$ cat config.mk
export PLATFORM = sky130hd
export DESIGN_NAME = ring_buffer_deque_top
export DESIGN_NICKNAME = d
export VERILOG_FILES = /design/src/rtl/core/rbd_pkg.sv /design/src/rtl/core/rbd_front.sv /design/src/rtl/core/rbd_fifo.sv /design/src/rtl/core/rbd_back.sv /design/src/rtl/core/ring_buffer_deque_top.sv
export SDC_FILE = /design/constraint.sdc
export NUM_CORES = 1
export LEC_CHECK = 0
export BUFFER_PORTS_ARGS = -buffer_cell sky130_fd_sc_hd__buf_2
export CAP_MARGIN = 30
export CORE_MARGIN = 5
export CORE_UTILIZATION = 50
export CTS_BUF_LIST = sky130_fd_sc_hd__clkbuf_2 sky130_fd_sc_hd__clkbuf_4 sky130_fd_sc_hd__clkbuf_8
export CTS_CLUSTER_SIZE = 8
export DETAILED_ROUTE_END_ITERATION = 8
export PLACE_DENSITY = 0.66
export RECOVER_POWER = 50
export SYNTH_ARGS = -nofsm -noshare
export SYNTH_HDL_FRONTEND = slang
export SYNTH_SLANG_ARGS = --single-unit
export TNS_END_PERCENT = 100
$ cat constraint.sdc
create_clock -name i_clk -period 14.9 [get_ports i_clk]
set_clock_uncertainty 0.1 [all_clocks]
set_input_delay 0.745 -clock i_clk [delete_from_list [all_inputs] [get_ports i_clk]]
set_output_delay 0.745 -clock i_clk [all_outputs]
set_load 0.02 [all_outputs]
$ cat src/rtl/core/rbd_pkg.sv
`timescale 1ns / 1ps
// ----------------------------------------------------------------------------
// rbd_pkg
// Types and constants for the circular-buffer deque: depth, widths, operation
// and status codes, and the item formats at the ports and between the blocks.
// ----------------------------------------------------------------------------
package rbd_pkg;

    localparam int DEPTH     = 16;
    localparam int IDX_BITS  = $clog2(DEPTH);
    localparam int CNT_BITS  = $clog2(DEPTH + 1);
    localparam int WORD_BITS = 32;
    localparam int OP_BITS   = 3;
    localparam int CAP_BITS  = 5;

    localparam logic [CAP_BITS-1:0] CAP_RESET = CAP_BITS'(DEPTH);

    localparam logic [OP_BITS-1:0] OP_PUSH_FRONT = 3'd0;
    localparam logic [OP_BITS-1:0] OP_PUSH_REAR  = 3'd1;
    localparam logic [OP_BITS-1:0] OP_POP_FRONT  = 3'd2;
    localparam logic [OP_BITS-1:0] OP_POP_BACK   = 3'd3;
    localparam logic [OP_BITS-1:0] OP_DUMP       = 3'd4;

    typedef enum logic [1:0] {
        ST_VALID     = 2'd0,
        ST_OVERFLOW  = 2'd1,
        ST_UNDERFLOW = 2'd2,
        ST_EMPTY     = 2'd3
    } t_status;

    typedef enum logic [2:0] {
        K_PUSH_FRONT,
        K_PUSH_REAR,
        K_POP_FRONT,
        K_POP_BACK,
        K_DUMP
    } t_kind;

    typedef enum logic {
        S_RUN,
        S_DUMP
    } t_state;

    typedef struct packed {
        logic [OP_BITS-1:0]   operation;
        logic [WORD_BITS-1:0] data_value;
    } t_cmd;

    typedef struct packed {
        t_status              status;
        logic [WORD_BITS-1:0] data_word;
        logic                 last_of_run;
    } t_res;

    typedef struct packed {
        t_kind                kind;
        logic [WORD_BITS-1:0] data;
    } t_job;

    typedef struct packed {
        logic valid;
        logic ready;
    } t_link;

endpackage

$ cat src/rtl/core/rbd_front.sv
`timescale 1ns / 1ps
// ----------------------------------------------------------------------------
// rbd_front
// Command intake: accepts items, decodes the operation into a job kind, drops
// unused codes and hands jobs to the job queue.
// ----------------------------------------------------------------------------
module rbd_front import rbd_pkg::*; (
    input  logic  i_clk,
    input  logic  i_rst_n,
    input  logic  start,
    output logic  busy,
    input  t_cmd  i_cmd,
    output t_link o_link,
    input  logic  i_link_ready,
    output t_job  o_job
);

    logic r_valid;
    logic n_valid;
    t_job r_job;
    t_job n_job;
    logic w_accept;
    logic w_legal;
    logic w_hand;

    assign busy     = r_valid && !i_link_ready;
    assign w_accept = start && !busy;
    assign w_hand   = r_valid && i_link_ready;

    always_comb begin
        w_legal    = 1'b1;
        n_job.data = i_cmd.data_value;
        unique case (i_cmd.operation)
            OP_PUSH_FRONT: n_job.kind = K_PUSH_FRONT;
            OP_PUSH_REAR:  n_job.kind = K_PUSH_REAR;
            OP_POP_FRONT:  n_job.kind = K_POP_FRONT;
            OP_POP_BACK:   n_job.kind = K_POP_BACK;
            OP_DUMP:       n_job.kind = K_DUMP;
            default: begin
                n_job.kind = K_DUMP;
                w_legal    = 1'b0;
            end
        endcase
    end

    assign n_valid = (r_valid && !w_hand) || (w_accept && w_legal);

    always_ff @(posedge i_clk) begin
        if (!i_rst_n) begin
            r_valid <= 1'b0;
        end else begin
            r_valid <= n_valid;
        end
        if (w_accept && w_legal) begin
            r_job <= n_job;
        end
    end

    assign o_link.valid = r_valid;
    assign o_link.ready = i_link_ready;
    assign o_job        = r_job;

endmodule

$ cat src/rtl/core/rbd_fifo.sv
`timescale 1ns / 1ps
// ----------------------------------------------------------------------------
// rbd_fifo
// Two-entry job queue between intake and execution.
// ----------------------------------------------------------------------------
module rbd_fifo import rbd_pkg::*; (
    input  logic  i_clk,
    input  logic  i_rst_n,
    input  t_link i_wr_link,
    output logic  o_wr_ready,
    input  t_job  i_job,
    output logic  o_rd_valid,
    input  logic  i_rd_take,
    output t_job  o_job
);

    t_job       r_slot [2];
    logic       r_wptr;
    logic       r_rptr;
    logic [1:0] r_cnt;
    logic       w_push;
    logic       w_pop;

    assign o_wr_ready = (r_cnt != 2'd2);
    assign o_rd_valid = (r_cnt != 2'd0);
    assign w_push     = i_wr_link.valid && o_wr_ready;
    assign w_pop      = i_rd_take && o_rd_valid;
    assign o_job      = r_slot[r_rptr];

    always_ff @(posedge i_clk) begin
        if (!i_rst_n) begin
            r_wptr <= 1'b0;
            r_rptr <= 1'b0;
            r_cnt  <= 2'd0;
        end else begin
            if (w_push) begin
                r_wptr <= !r_wptr;
            end
            if (w_pop) begin
                r_rptr <= !r_rptr;
            end
            r_cnt <= r_cnt + 2'(w_push) - 2'(w_pop);
        end
        if (w_push) begin
            r_slot[r_wptr] <= i_job;
        end
    end

endmodule

$ cat src/rtl/core/rbd_back.sv
`timescale 1ns / 1ps
// ----------------------------------------------------------------------------
// rbd_back
// Job execution: holds the circular store, the end indexes, the count and the
// capacity register; runs pushes, pops and dump sweeps and forms result items.
// ----------------------------------------------------------------------------
module rbd_back import rbd_pkg::*; (
    input  logic                i_clk,
    input  logic                i_rst_n,
    input  logic                i_job_valid,
    output logic                o_job_take,
    input  t_job                i_job,
    input  logic                i_cfg_valid,
    input  logic [CAP_BITS-1:0] i_cfg_data,
    output logic                o_res_strobe,
    output t_res                o_res
);

    logic [WORD_BITS-1:0] r_mem [DEPTH];

    t_state               r_state;
    t_state               n_state;
    logic [CAP_BITS-1:0]  r_capacity;
    logic [IDX_BITS-1:0]  r_front;
    logic [IDX_BITS-1:0]  n_front;
    logic [IDX_BITS-1:0]  r_back;
    logic [IDX_BITS-1:0]  n_back;
    logic [CNT_BITS-1:0]  r_count;
    logic [CNT_BITS-1:0]  n_count;
    logic [IDX_BITS-1:0]  r_dump_addr;
    logic [IDX_BITS-1:0]  n_dump_addr;
    logic [CNT_BITS-1:0]  r_dump_left;
    logic [CNT_BITS-1:0]  n_dump_left;

    logic                 r_s1_valid;
    logic                 n_s1_valid;
    t_status              r_s1_status;
    t_status              n_s1_status;
    logic                 r_s1_last;
    logic                 n_s1_last;
    logic [WORD_BITS-1:0] r_rd_data;

    logic                 r_res_valid;
    t_res                 r_res;

    logic                 w_rd_en;
    logic [IDX_BITS-1:0]  w_rd_addr;
    logic                 w_wr_en;
    logic [IDX_BITS-1:0]  w_wr_addr;
    logic [CNT_BITS-1:0]  w_cap;
    logic                 w_full;
    logic                 w_empty;
    logic                 w_take;

    function automatic logic [IDX_BITS-1:0] f_inc(input logic [IDX_BITS-1:0] idx,
                                                  input logic [CNT_BITS-1:0] cap);
        logic [CNT_BITS-1:0] nxt;
        nxt = {1'b0, idx} + CNT_BITS'(1);
        return (nxt == cap) ? '0 : nxt[IDX_BITS-1:0];
    endfunction

    function automatic logic [IDX_BITS-1:0] f_dec(input logic [IDX_BITS-1:0] idx,
                                                  input logic [CNT_BITS-1:0] cap);
        logic [CNT_BITS-1:0] top;
        top = cap - CNT_BITS'(1);
        return (idx == '0) ? top[IDX_BITS-1:0] : idx - IDX_BITS'(1);
    endfunction

    assign w_cap   = (r_capacity > CAP_BITS'(DEPTH)) ? CNT_BITS'(DEPTH)
                                                     : CNT_BITS'(r_capacity);
    assign w_full  = (w_cap == '0) || (r_count >= w_cap);
    assign w_empty = (r_count == '0) || (w_cap == '0);
    assign w_take  = (r_state == S_RUN) && i_job_valid;
    assign o_job_take = (r_state == S_RUN);

    always_comb begin
        n_state = r_state;
        unique case (r_state)
            S_RUN: begin
                if (w_take && i_job.kind == K_DUMP && !w_empty
                        && r_count != CNT_BITS'(1)) begin
                    n_state = S_DUMP;
                end
            end
            S_DUMP: begin
                if (r_dump_left == CNT_BITS'(1)) begin
                    n_state = S_RUN;
                end
            end
            default: n_state = S_RUN;
        endcase
    end

    always_comb begin
        n_front     = r_front;
        n_back      = r_back;
        n_count     = r_count;
        n_dump_addr = r_dump_addr;
        n_dump_left = r_dump_left;
        n_s1_valid  = 1'b0;
        n_s1_status = ST_VALID;
        n_s1_last   = 1'b1;
        w_rd_en     = 1'b0;
        w_rd_addr   = r_front;
        w_wr_en     = 1'b0;
        w_wr_addr   = r_back;
        unique case (r_state)
            S_RUN: begin
                if (w_take) begin
                    unique case (i_job.kind)
                        K_PUSH_FRONT, K_PUSH_REAR: begin
                            if (w_full) begin
                                n_s1_valid  = 1'b1;
                                n_s1_status = ST_OVERFLOW;
                            end else begin
                                w_wr_en = 1'b1;
                                n_count = r_count + CNT_BITS'(1);
                                if (i_job.kind == K_PUSH_FRONT) begin
                                    w_wr_addr = f_dec(r_front, w_cap);
                                    n_front   = w_wr_addr;
                                end else begin
                                    w_wr_addr = r_back;
                                    n_back    = f_inc(r_back, w_cap);
                                end
                            end
                        end
                        K_POP_FRONT, K_POP_BACK: begin
                            n_s1_valid = 1'b1;
                            if (w_empty) begin
                                n_s1_status = ST_UNDERFLOW;
                            end else begin
                                w_rd_en = 1'b1;
                                n_count = r_count - CNT_BITS'(1);
                                if (i_job.kind == K_POP_FRONT) begin
                                    w_rd_addr = r_front;
                                    n_front   = f_inc(r_front, w_cap);
                                end else begin
                                    w_rd_addr = f_dec(r_back, w_cap);
                                    n_back    = w_rd_addr;
                                end
                            end
                        end
                        K_DUMP: begin
                            n_s1_valid = 1'b1;
                            if (w_empty) begin
                                n_s1_status = ST_EMPTY;
                            end else begin
                                w_rd_en     = 1'b1;
                                w_rd_addr   = r_front;
                                n_s1_last   = (r_count == CNT_BITS'(1));
                                n_dump_addr = f_inc(r_front, w_cap);
                                n_dump_left = r_count - CNT_BITS'(1);
                            end
                        end
                        default: begin
                            n_s1_valid = 1'b0;
                        end
                    endcase
                end
            end
            S_DUMP: begin
                w_rd_en     = 1'b1;
                w_rd_addr   = r_dump_addr;
                n_s1_valid  = 1'b1;
                n_s1_last   = (r_dump_left == CNT_BITS'(1));
                n_dump_addr = f_inc(r_dump_addr, w_cap);
                n_dump_left = r_dump_left - CNT_BITS'(1);
            end
            default: begin
                n_s1_valid = 1'b0;
            end
        endcase
    end

    always_ff @(posedge i_clk) begin
        if (w_wr_en) begin
            r_mem[w_wr_addr] <= i_job.data;
        end
        if (w_rd_en) begin
            r_rd_data <= r_mem[w_rd_addr];
        end
    end

    always_ff @(posedge i_clk) begin
        if (!i_rst_n) begin
            r_state     <= S_RUN;
            r_capacity  <= CAP_RESET;
            r_front     <= '0;
            r_back      <= '0;
            r_count     <= '0;
            r_dump_addr <= '0;
            r_dump_left <= '0;
            r_s1_valid  <= 1'b0;
            r_res_valid <= 1'b0;
        end else begin
            r_state     <= n_state;
            r_dump_addr <= n_dump_addr;
            r_dump_left <= n_dump_left;
            r_s1_valid  <= n_s1_valid;
            r_res_valid <= r_s1_valid;
            if (i_cfg_valid) begin
                r_capacity <= i_cfg_data;
                r_front    <= '0;
                r_back     <= '0;
                r_count    <= '0;
            end else begin
                r_front    <= n_front;
                r_back     <= n_back;
                r_count    <= n_count;
            end
        end
        r_s1_status       <= n_s1_status;
        r_s1_last         <= n_s1_last;
        r_res.status      <= r_s1_status;
        r_res.last_of_run <= r_s1_last;
        r_res.data_word   <= (r_s1_status == ST_VALID) ? r_rd_data : '0;
    end

    assign o_res_strobe = r_res_valid;
    assign o_res        = r_res;

endmodule

$ cat src/rtl/core/ring_buffer_deque_top.sv
`timescale 1ns / 1ps
// ----------------------------------------------------------------------------
// ring_buffer_deque_top
// Double-ended queue of 32-bit words on a 16-entry circular store.
// ----------------------------------------------------------------------------
// An item is taken when start is high and busy is low. Push and pop do not
// hold the execution unit, so they sustain one item per clock unless a dump
// holds it until it has read out every stored word; busy rises once the
// two-entry job queue behind the intake register fills. With no dump ahead,
// a result passes the intake register, the job queue, the read stage and the
// result register before it rises on o_res with o_res_strobe; dump words
// follow on consecutive cycles. Results cannot be held off, so they must be
// captured on the strobe. Writing the capacity empties the queue and is only
// legal while no item is in flight; cfg ready stays high.
// ----------------------------------------------------------------------------
module ring_buffer_deque_top import rbd_pkg::*; (
    input  logic                i_clk,
    input  logic                i_rst_n,
    input  logic                start,
    output logic                busy,
    input  t_cmd                i_cmd,
    input  logic                i_cfg_valid,
    output logic                o_cfg_ready,
    input  logic [CAP_BITS-1:0] i_cfg_data,
    output logic                o_res_strobe,
    output t_res                o_res
);

    t_link w_link;
    t_job  w_front_job;
    t_job  w_queue_job;
    logic  w_queue_ready;
    logic  w_queue_valid;
    logic  w_take;

    assign o_cfg_ready = 1'b1;

    rbd_front u_front (
        .i_clk        (i_clk),
        .i_rst_n      (i_rst_n),
        .start        (start),
        .busy         (busy),
        .i_cmd        (i_cmd),
        .o_link       (w_link),
        .i_link_ready (w_queue_ready),
        .o_job        (w_front_job)
    );

    rbd_fifo u_fifo (
        .i_clk      (i_clk),
        .i_rst_n    (i_rst_n),
        .i_wr_link  (w_link),
        .o_wr_ready (w_queue_ready),
        .i_job      (w_front_job),
        .o_rd_valid (w_queue_valid),
        .i_rd_take  (w_take),
        .o_job      (w_queue_job)
    );

    rbd_back u_back (
        .i_clk        (i_clk),
        .i_rst_n      (i_rst_n),
        .i_job_valid  (w_queue_valid),
        .o_job_take   (w_take),
        .i_job        (w_queue_job),
        .i_cfg_valid  (i_cfg_valid && o_cfg_ready),
        .i_cfg_data   (i_cfg_data),
        .o_res_strobe (o_res_strobe),
        .o_res        (o_res)
    );

endmodule

## After elaboration in Yosys (flattened, before gate mapping)

Memory sizes are Yosys's and may differ from the RTL's. A register that Yosys moved wholly into a read port is not among the register bits.
Index checks and enable logic that the tools add are counted.

- Add/sub/neg operators: 11
- Multipliers: 0
- Div/mod/pow operators: 0
- Order comparisons: 2
- Equality and inequality tests: 24
- Shift-type cells: 0
- Multiplexer cells: 67
- Bitwise operators: 3
- Reductions and logical operators: 37

Operator list:

| cell | count |
|---|---|
| $mux W4 | 25 |
| $pmux W4 S2 | 4 |
| $mux W5 | 5 |
| $mux W1 | 22 |
| $pmux W5 S2 | 2 |
| $ne A2 B2 Y1 const B | 8 |
| $add A4 B1 Y5 const B | 3 |
| $eq A5 B5 Y1 | 3 |
| $reduce_and A7 Y1 | 2 |
| $eq A3 B2 Y1 const B | 4 |
| $pmux W3 S4 | 1 |
| $sub A4 B1 Y4 const B | 3 |
| $eq A5 B1 Y1 const B | 2 |
| $logic_not A5 Y1 | 2 |
| $pmux W1 S2 | 5 |
| $sub A5 B1 Y5 const B | 2 |
| $logic_and A1 B1 Y1 | 9 |
| $logic_not A4 Y1 | 2 |
| $reduce_or A2 Y1 | 4 |
| $eq A3 B1 Y1 const B | 2 |
| $eq A3 B3 Y1 const B | 2 |
| $logic_not A1 Y1 | 6 |
| $logic_not A3 Y1 | 2 |
| $pmux W2 S3 | 1 |
| other kinds (16) | 23 |

- Register bits: 108
- Latch bits: 0
- Bits in writable memories: 582
- Memory bits (read-only): 0
- Input bits: 44
- Logic and storage cells: 166
- Memories kept: 2

Memory list:

| memory | depth | bits a word | read ports | clocked after Yosys merged registers in | write ports | RTL line | text |
|---|---|---|---|---|---|---|---|
| u_back.r_mem | 16 | 32 | 1 | 1 | 1 | rbd_back.sv:19 | `logic [WORD_BITS-1:0] r_mem [DEPTH];` |
| u_fifo.r_slot | 2 | 35 | 1 | 1 | 1 | rbd_fifo.sv:17 | `t_job r_slot [2];` |

## Depth between registers and ports, before layout

Gate-level depths: netlist of run 1.

- Word-level depth: 10
- Gate-level depth with buffers: 14
- Mapped depth without buffers: 10

## Modules after synthesis

From an unflattened synthesis of run 1, not the netlist that was laid out.

- Cell total of the unflattened synthesis: 1837
- Area, all modules: 28917.7 um^2

Modules (own cells, without submodules):

| module | times used | cells each | area each (um^2) | seq. area each (um^2) |
|---|---|---|---|---|
| rbd_back | 1 | 1649 | 24962.7 | 17697.0 |
| rbd_fifo | 1 | 139 | 2787.7 | 2202.1 |
| rbd_front | 1 | 47 | 1156.1 | 1071.0 |
| ring_buffer_deque_top | 1 | 2 | 11.3 | 0.0 |

## Worst setup path before layout of run 1

No wires, ideal clock.

- Kind: register -> register
- Start point: reg u_back.r_capacity[4]
- End point: mem u_back.r_mem[10][0], enable pin
- Setup time: 468 ps
- Arrival time: 5106 ps
- Required time: 14332 ps
- Setup slack: 9226 ps
- Cell stages (with the launch flop): 11
- Buffers on the path: 1
- Clock period less this slack: 5674 ps
- Cell sequence: dfxtp_1 > clkbuf_1 > nor2b_1 > ha_1 > nand2b_1 > maj3_1 > a21o_1 > a21o_1 > a211oi_4 > mux2_2 > nor3b_1

- Cells in the longest elaborated chain, start to end: 10

RTL lines:

| element | RTL line | text |
|---|---|---|
| start: declaration | rbd_back.sv:23 | `logic [CAP_BITS-1:0] r_capacity;` |
| start signal: assignment | rbd_back.sv:202 | `r_capacity <= i_cfg_data;` |
| $gt A5 B5 Y1 | rbd_back.sv:69 | `assign w_cap = (r_capacity > CAP_BITS'(DEPTH)) ? CNT_BITS'(DEPTH)` |
| $mux W5 * | rbd_back.sv:69 |  |
| $ge A5 B5 Y1 or $logic_not A5 Y1 (tied branches) | rbd_back.sv:71 | `assign w_full = (w_cap == '0) \|\| (r_count >= w_cap);` |
| $logic_or A1 B1 Y1 | rbd_back.sv:71 |  |
| $mux W1 | rbd_back.sv:112 | `if (w_full) begin` |
| $mux W1 | rbd_back.sv:110 | `unique case (i_job.kind)` |
| $mux W1 | rbd_back.sv:109 | `if (w_take) begin` |
| $mux W1 | rbd_back.sv:107 | `unique case (r_state)` |
| $mux W1 | rbd_back.sv:176 | `if (w_wr_en) begin` |
| $mux W1 (implied by the code) | rbd_back.sv:177 | `r_mem[w_wr_addr] <= i_job.data;` |
| end: declaration | rbd_back.sv:19 |  |

Every way passes the cells marked *; elsewhere a longest branch is shown, timed or not.

==> results.cfg, run 1 <==
[status]
status = finished with violations
violations = max-capacitance violations, max-slew violations

[grt]
grt_max_degree = 226
grt_first_pass_wirelength_mm = 101
grt_usage_pct = 21.0
antenna_found_initial = 3
grt-ovfl-total = 0
grt_pass1_vias = 17054

[sta]
finalSetupViolCount = 0
maxSlewViolCount = 146
final.setup.tns_ns = 0
fmax_ghz = 0.187
hold_viol = 0
worstMarginPinSlew_ns = 2.56
timing.final.crit_share_pct = 35.9
layout_setup_ws_ns = 9.56
rsz0062_at_grt = false
slew_headroom_pct = -71.2
fin_crit_ns = 5.34

[cts]
cts_buffer_depth = 3
cts_tree = done
clk_latency_ns = 0.71
post_cts_buffers = 0
cts_sinks = 723
h-tree-depth = 3
clk_pin_slew_ns = 0.06
cts_resized = 0
hold_buffers = 0
cts_root_buf = clkbuf_8
numCtsBuffers = 113

[floorplan]
fp-row-count = 87
start_util_pct = 50.5
dieArea_um2 = 61800
core_um2 = 56400
ioPinCount = 82
die_w_um = 249
die_y_um = 249

[worst_setup_path]
crit_path_max_fanout = 38
end_kind = flip-flop
critPathSlowestCell = dfxtp_1
cp.arrival_ns = 5.58
worst_setup_path_start_kind = flip-flop
crit_required_ns = 15.14
path_common_cell = mux2_2
crit_chain = mux2_2 -> nor3_1 -> nand2_1 -> a211oi_4 -> mux2_2 -> nor3_2 -> buf_4
cp_slowest_stage_delay_ns = 1.50
criticalPathCategory = reg -> reg
rr_worst_depth = 7

[drt]
routed_wl_mm = 67.1
via_count = 17219
ant_nets = 0
routedWlPerCell_um = 22.4
detail_route.first_pass.iterations = 7
vias_per_cell = 5.76
drcViolationCount = 0
drtIter0Drc = 1616

[synth]
synth-seq-cells = 723
ys_top_cells_by_area = edfxtp_1, dfxtp_1, nand2_1, a21oi_1, and2_1
synth_edf_count = 649
ys_warn_count = 0
netlist_instances = 2033
synth.distinct_cells = 72
synth_top_area_cell = edfxtp_1
syn_avg_cell_area_um2 = 14.0
synthArstFlopShare_pct = 0
synth_nets = 2093
synth_area_um2 = 28500
ys.flop_type = edfxtp_1
yosysSeqAreaShare_pct = 73.7
synth_top_area_share_pct = 68.5

[layout]
most-common-layout-cells = edfxtp_1, nand2_1, a21oi_1
fill_cells = 4551
layout.nets = 2197
fin_util_pct = 56.8
areaGrowthSynthToFinish_pct = 12.5
mostFrequentLayoutCell = edfxtp_1
final-instance-count-excl-fill = 2988
drive_above_1_share_pct = 15.0
regArea_um2 = 21000
postLayoutCellArea_um2 = 32000
multi_input_area_um2 = 6970

[power_and_ir_drop]
power.leakage_uw = 0.0110
switching_share_pct = 25.5
seq_power_share_pct = 52.0
p_sw_uw = 1180
ir_worst_vdd_mv = 0.0828
clockPowerShare_pct = 35.7
p_int_uw = 3460
power.density_nw_per_um2 = 145
combPwrFrac_pct = 12.3

[placement]
portBuffers = 80
place_area_um2 = 29700
routabilityCongestion = 0.889
dpl_worst_slack_ns = 10.19
place_hpwl_mm = 35.4
dp.cells = 2777

[hold_path]
whs_path_depth = 1
hold_path_class = in -> reg

[job]
cap_violations = 4
## through the flow
step                hold WS (ns)  power, uW
floorplan                  0.210       2830
global placement           0.222       3020
detailed placement         0.215       3040
CTS                       0.0480       4690
global route              0.0438       4840
finish                     0.109       4650
## logic make-up after synthesis
family	after synthesis	synth area share [%]
fa+ha+maj	17	0.739
compound gates	510	11.8
other cells	1	0.0132
mux	49	1.91
xor+xnor	28	0.862
buf+inv	153	2.35
flops	723	73.7
simple gates	552	8.70
## worst max-delay path: cells and delay by family (launching register included)
family	cells	cell delay [ns]
buf+inv	1	0.52
simple gates	3	1.39
mux	2	1.01
flops	1	1.50
compound gates	1	0.43
## path summary, 6_finish.rpt
kind | startpoint | end | slack [ns]
worst max register to register | flip-flop | u_back.r_mem[4][12]$_DFFE_PP_ | 9.56
worst min register to register | u_back.r_s1_last$_DFF_P_ | u_back.o_res[0]$_DFF_P_ | 0.23
worst min-delay path | i_cmd[0] | u_front.o_job[0]$_DFFE_PP_ | 0.11
worst max-delay path | flip-flop | u_back.r_mem[4][12]$_DFFE_PP_ | 9.56
## metal layers
layer / vias up / global-route usage [%] / wire length [um]
li1: 7877 / - / -
met1: 8443 / 30.2 / 28800
met2: 759 / 32.6 / 31100
met3: 140 / 4.10 / 5410
met4: 0 / 7.14 / 1820
met5: - / 0 / 0
## layout make-up
class	instances	area share [%]
flip-flops and latches	723	65.5
clock buffers	178	6.52
repair buffers	116	2.33
clock inverters	28	0.582
multi-input cells	1157	21.8
diodes	4	0.0313
well taps	756	2.96
inverters	26	0.305
## power groups by stage
stage	registers (uW)	clock network [uW]	logic, uW
finish	2420	1660	572
global route	2420	1790	623
CTS	2420	1690	583
detailed placement	2460	0	580
global placement	2450	0	566
floorplan	2470	0	359
## sequential cells by signal, summed over array words and instances, names as in the netlist, named ones only
register and cells:
u_back.r_mem 512, u_fifo.r_slot 70, u_back.o_res 35, u_front.o_job 35, u_back.r_rd_data 32, u_back.r_capacity 5
u_back.r_count 5, u_back.r_dump_left 5, u_back.r_back 4, u_back.r_dump_addr 4, u_back.r_front 4, u_back.r_s1_status 2
u_fifo.r_cnt 2, u_back.o_res_strobe 1, u_back.r_s1_last 1, u_back.r_s1_valid 1, u_back.r_state 1, u_fifo.r_rptr 1
u_fifo.r_wptr 1, u_front.r_valid 1
## cell usage after synthesis (4+ instances only)
library cell	instances
mux2i_1	11
nand2b_1	10
a211o_1	34
buf_6	4
a211oi_1	40
a21oi_1	242
nor2b_1	16
and2_1	73
xnor2_1	20
inv_1	24
ha_1	16
and3_1	4
o211ai_1	5
nand2_1	349
o311ai_1	31
a31oi_1	35
a21boi_0	33
o32ai_1	4
nand3_1	13
nor3b_1	4
dfxtp_1	74
nor3_1	16
edfxtp_1	649
mux2_2	36
xor2_1	8
nand4_1	4
buf_1	15
clkbuf_1	63
o21ai_0	14
nor2_1	45
nor4_1	4
a221oi_1	35
buf_2	42
No activity file was read; power rests on OpenSTA's default activity.
==> run 2, diff against run 1 <==
PLACE_DENSITY = 0.69   (was 0.66)
clock period = 4.9 ns   (was 14.9 ns; I/O delays follow)
==> results.cfg, run 2 (synthesis results as in run 1) <==
[sta]
worstMarginPinSlew_ns = 1.99
slew_headroom_pct = -33.0
rsz0062_at_grt = false
final.setup.tns_ns = 0
fmax_ghz = 0.231
maxSlewViolCount = 135
timing.final.crit_share_pct = 88.3
hold_viol = 0
finalSetupViolCount = 0
layout_setup_ws_ns = 0.575
fin_crit_ns = 4.33

[grt]
grt-ovfl-total = 0
grt_pass1_vias = 17315
antenna_found_initial = 4
grt_max_degree = 98
grt_usage_pct = 20.4
grt_first_pass_wirelength_mm = 100

[layout]
largest_register = u_back.r_mem
top_regs = u_back.r_mem: 512 flops, u_fifo.r_slot: 70 flops
most-common-layout-cells = edfxtp_1, nand2_1, a21oi_1
regArea_um2 = 21000
multi_input_area_um2 = 6980
postLayoutCellArea_um2 = 32700
fin_util_pct = 57.9
mostFrequentLayoutCell = edfxtp_1
drive_above_1_share_pct = 13.6
fill_cells = 4414
areaGrowthSynthToFinish_pct = 14.7
largest_reg_flops = 512
layout.nets = 2256

[cts]
cts_tree = done
clk_latency_ns = 0.71
cts_root_buf = clkbuf_8
clk_pin_slew_ns = 0.06
cts_buffer_depth = 3
post_cts_buffers = 0
cts_sinks = 723
h-tree-depth = 3
numCtsBuffers = 112

[worst_setup_path]
cp.arrival_ns = 4.55
cp_slowest_stage_delay_ns = 0.55
end_kind = flip-flop
criticalPathCategory = reg -> reg
critPathSlowestCell = dfxtp_1
cp_top_family = simple AND/OR/NAND/NOR gates
worst_setup_path_start_kind = flip-flop
cp_num_buf_inv = 1
crit_path_max_fanout = 32
crit_required_ns = 5.13
crit_chain = nor2b_1 -> ha_1 -> nand2b_1 -> maj3_1 -> a21o_1 -> a21o_1 -> a211oi_4 -> mux2_2 -> nand2b_1 -> nor2_4 -> buf_4

[drt]
wirelength_met1_mm = 28.4
routedWlPerCell_um = 21.2
vias_per_cell = 5.69
drcViolationCount = 0
met2WireLength_mm = 29.5
highest_layer = met5
ant_nets = 0
drtIter0Drc = 1665
met3_length_mm = 5.08
routed_wl_mm = 64.4
via_count = 17331
detail_route.first_pass.iterations = 6

[hold_path]
hold_path_class = in -> reg

[floorplan]
start_util_pct = 50.5
ioPinCount = 82
dieArea_um2 = 61800
die_y_um = 249
die_w_um = 249
fp-row-count = 87
core_um2 = 56400

[power_and_ir_drop]
power.density_nw_per_um2 = 435
power.leakage_uw = 0.0112
ir_worst_vdd_mv = 0.269

[placement]
dpl_worst_slack_ns = 0.586
place_hpwl_mm = 37.7
place_area_um2 = 29900
portBuffers = 80
routabilityCongestion = 0.870

[job]
cap_violations = 4

[status]
violations = max-capacitance violations, max-slew violations
status = finished with violations
## run 2: routing by layer
metal  vias to the layer above  track usage, %
li1                       7989               -
met1                      8555            29.7
met2                       686            30.9
met3                        99            4.55
met4                         2            6.64
met5                         -               0
## run 2: metrics by stage
stage	instances	total power, uW	hold slack (ns)
final	3044	14200	0.152
after global routing	3043	14800	0.106
after CTS	3041	14400	0.0789
after detailed placement	2783	9270	0.214
after global placement	2780	9190	0.224
after floorplan	2033	8590	0.210
## run 2: worst paths after layout
| kind | endpoint | depth (start not counted) | slack (ns) | startpoint |
|---|---|---|---|---|
| worst min-delay path | u_front.o_job[2]$_DFFE_PP_ | 2 | 0.15 | i_cmd[2] |
| worst min register to register | u_back.o_res[0]$_DFF_P_ | 0 | 0.23 | u_back.r_s1_last$_DFF_P_ |
| worst max-delay path | u_back.r_mem[1][5]$_DFFE_PP_ | 11 | 0.57 | u_back.r_capacity[0]$_SDFFE_PN0P_ |
| worst max register to register | u_back.r_mem[1][5]$_DFFE_PP_ | 11 | 0.57 | u_back.r_capacity[0]$_SDFFE_PN0P_ |
## run 2: cell type report
class	count	area share, %
sequential	723	64.2
multi-input combinational	1157	21.4
clock buffer	185	6.59
timing repair buffer	176	4.15
tap	756	2.90
clock inverter	19	0.460
inverter	26	0.299
antenna	2	0.0153
## run 2: what timing repair did
item / in CTS / in global routing
hold endpoints to repair: 93 / 0
hold buffers: 54 / 0
gates resized for setup: 0 / 0
## run 2: where the power goes
| part | switching [uW] | internal [uW] |
|---|---|---|
| clock | 2260 | 2820 |
| sequential | 89.3 | 7230 |
| combinational | 1300 | 526 |
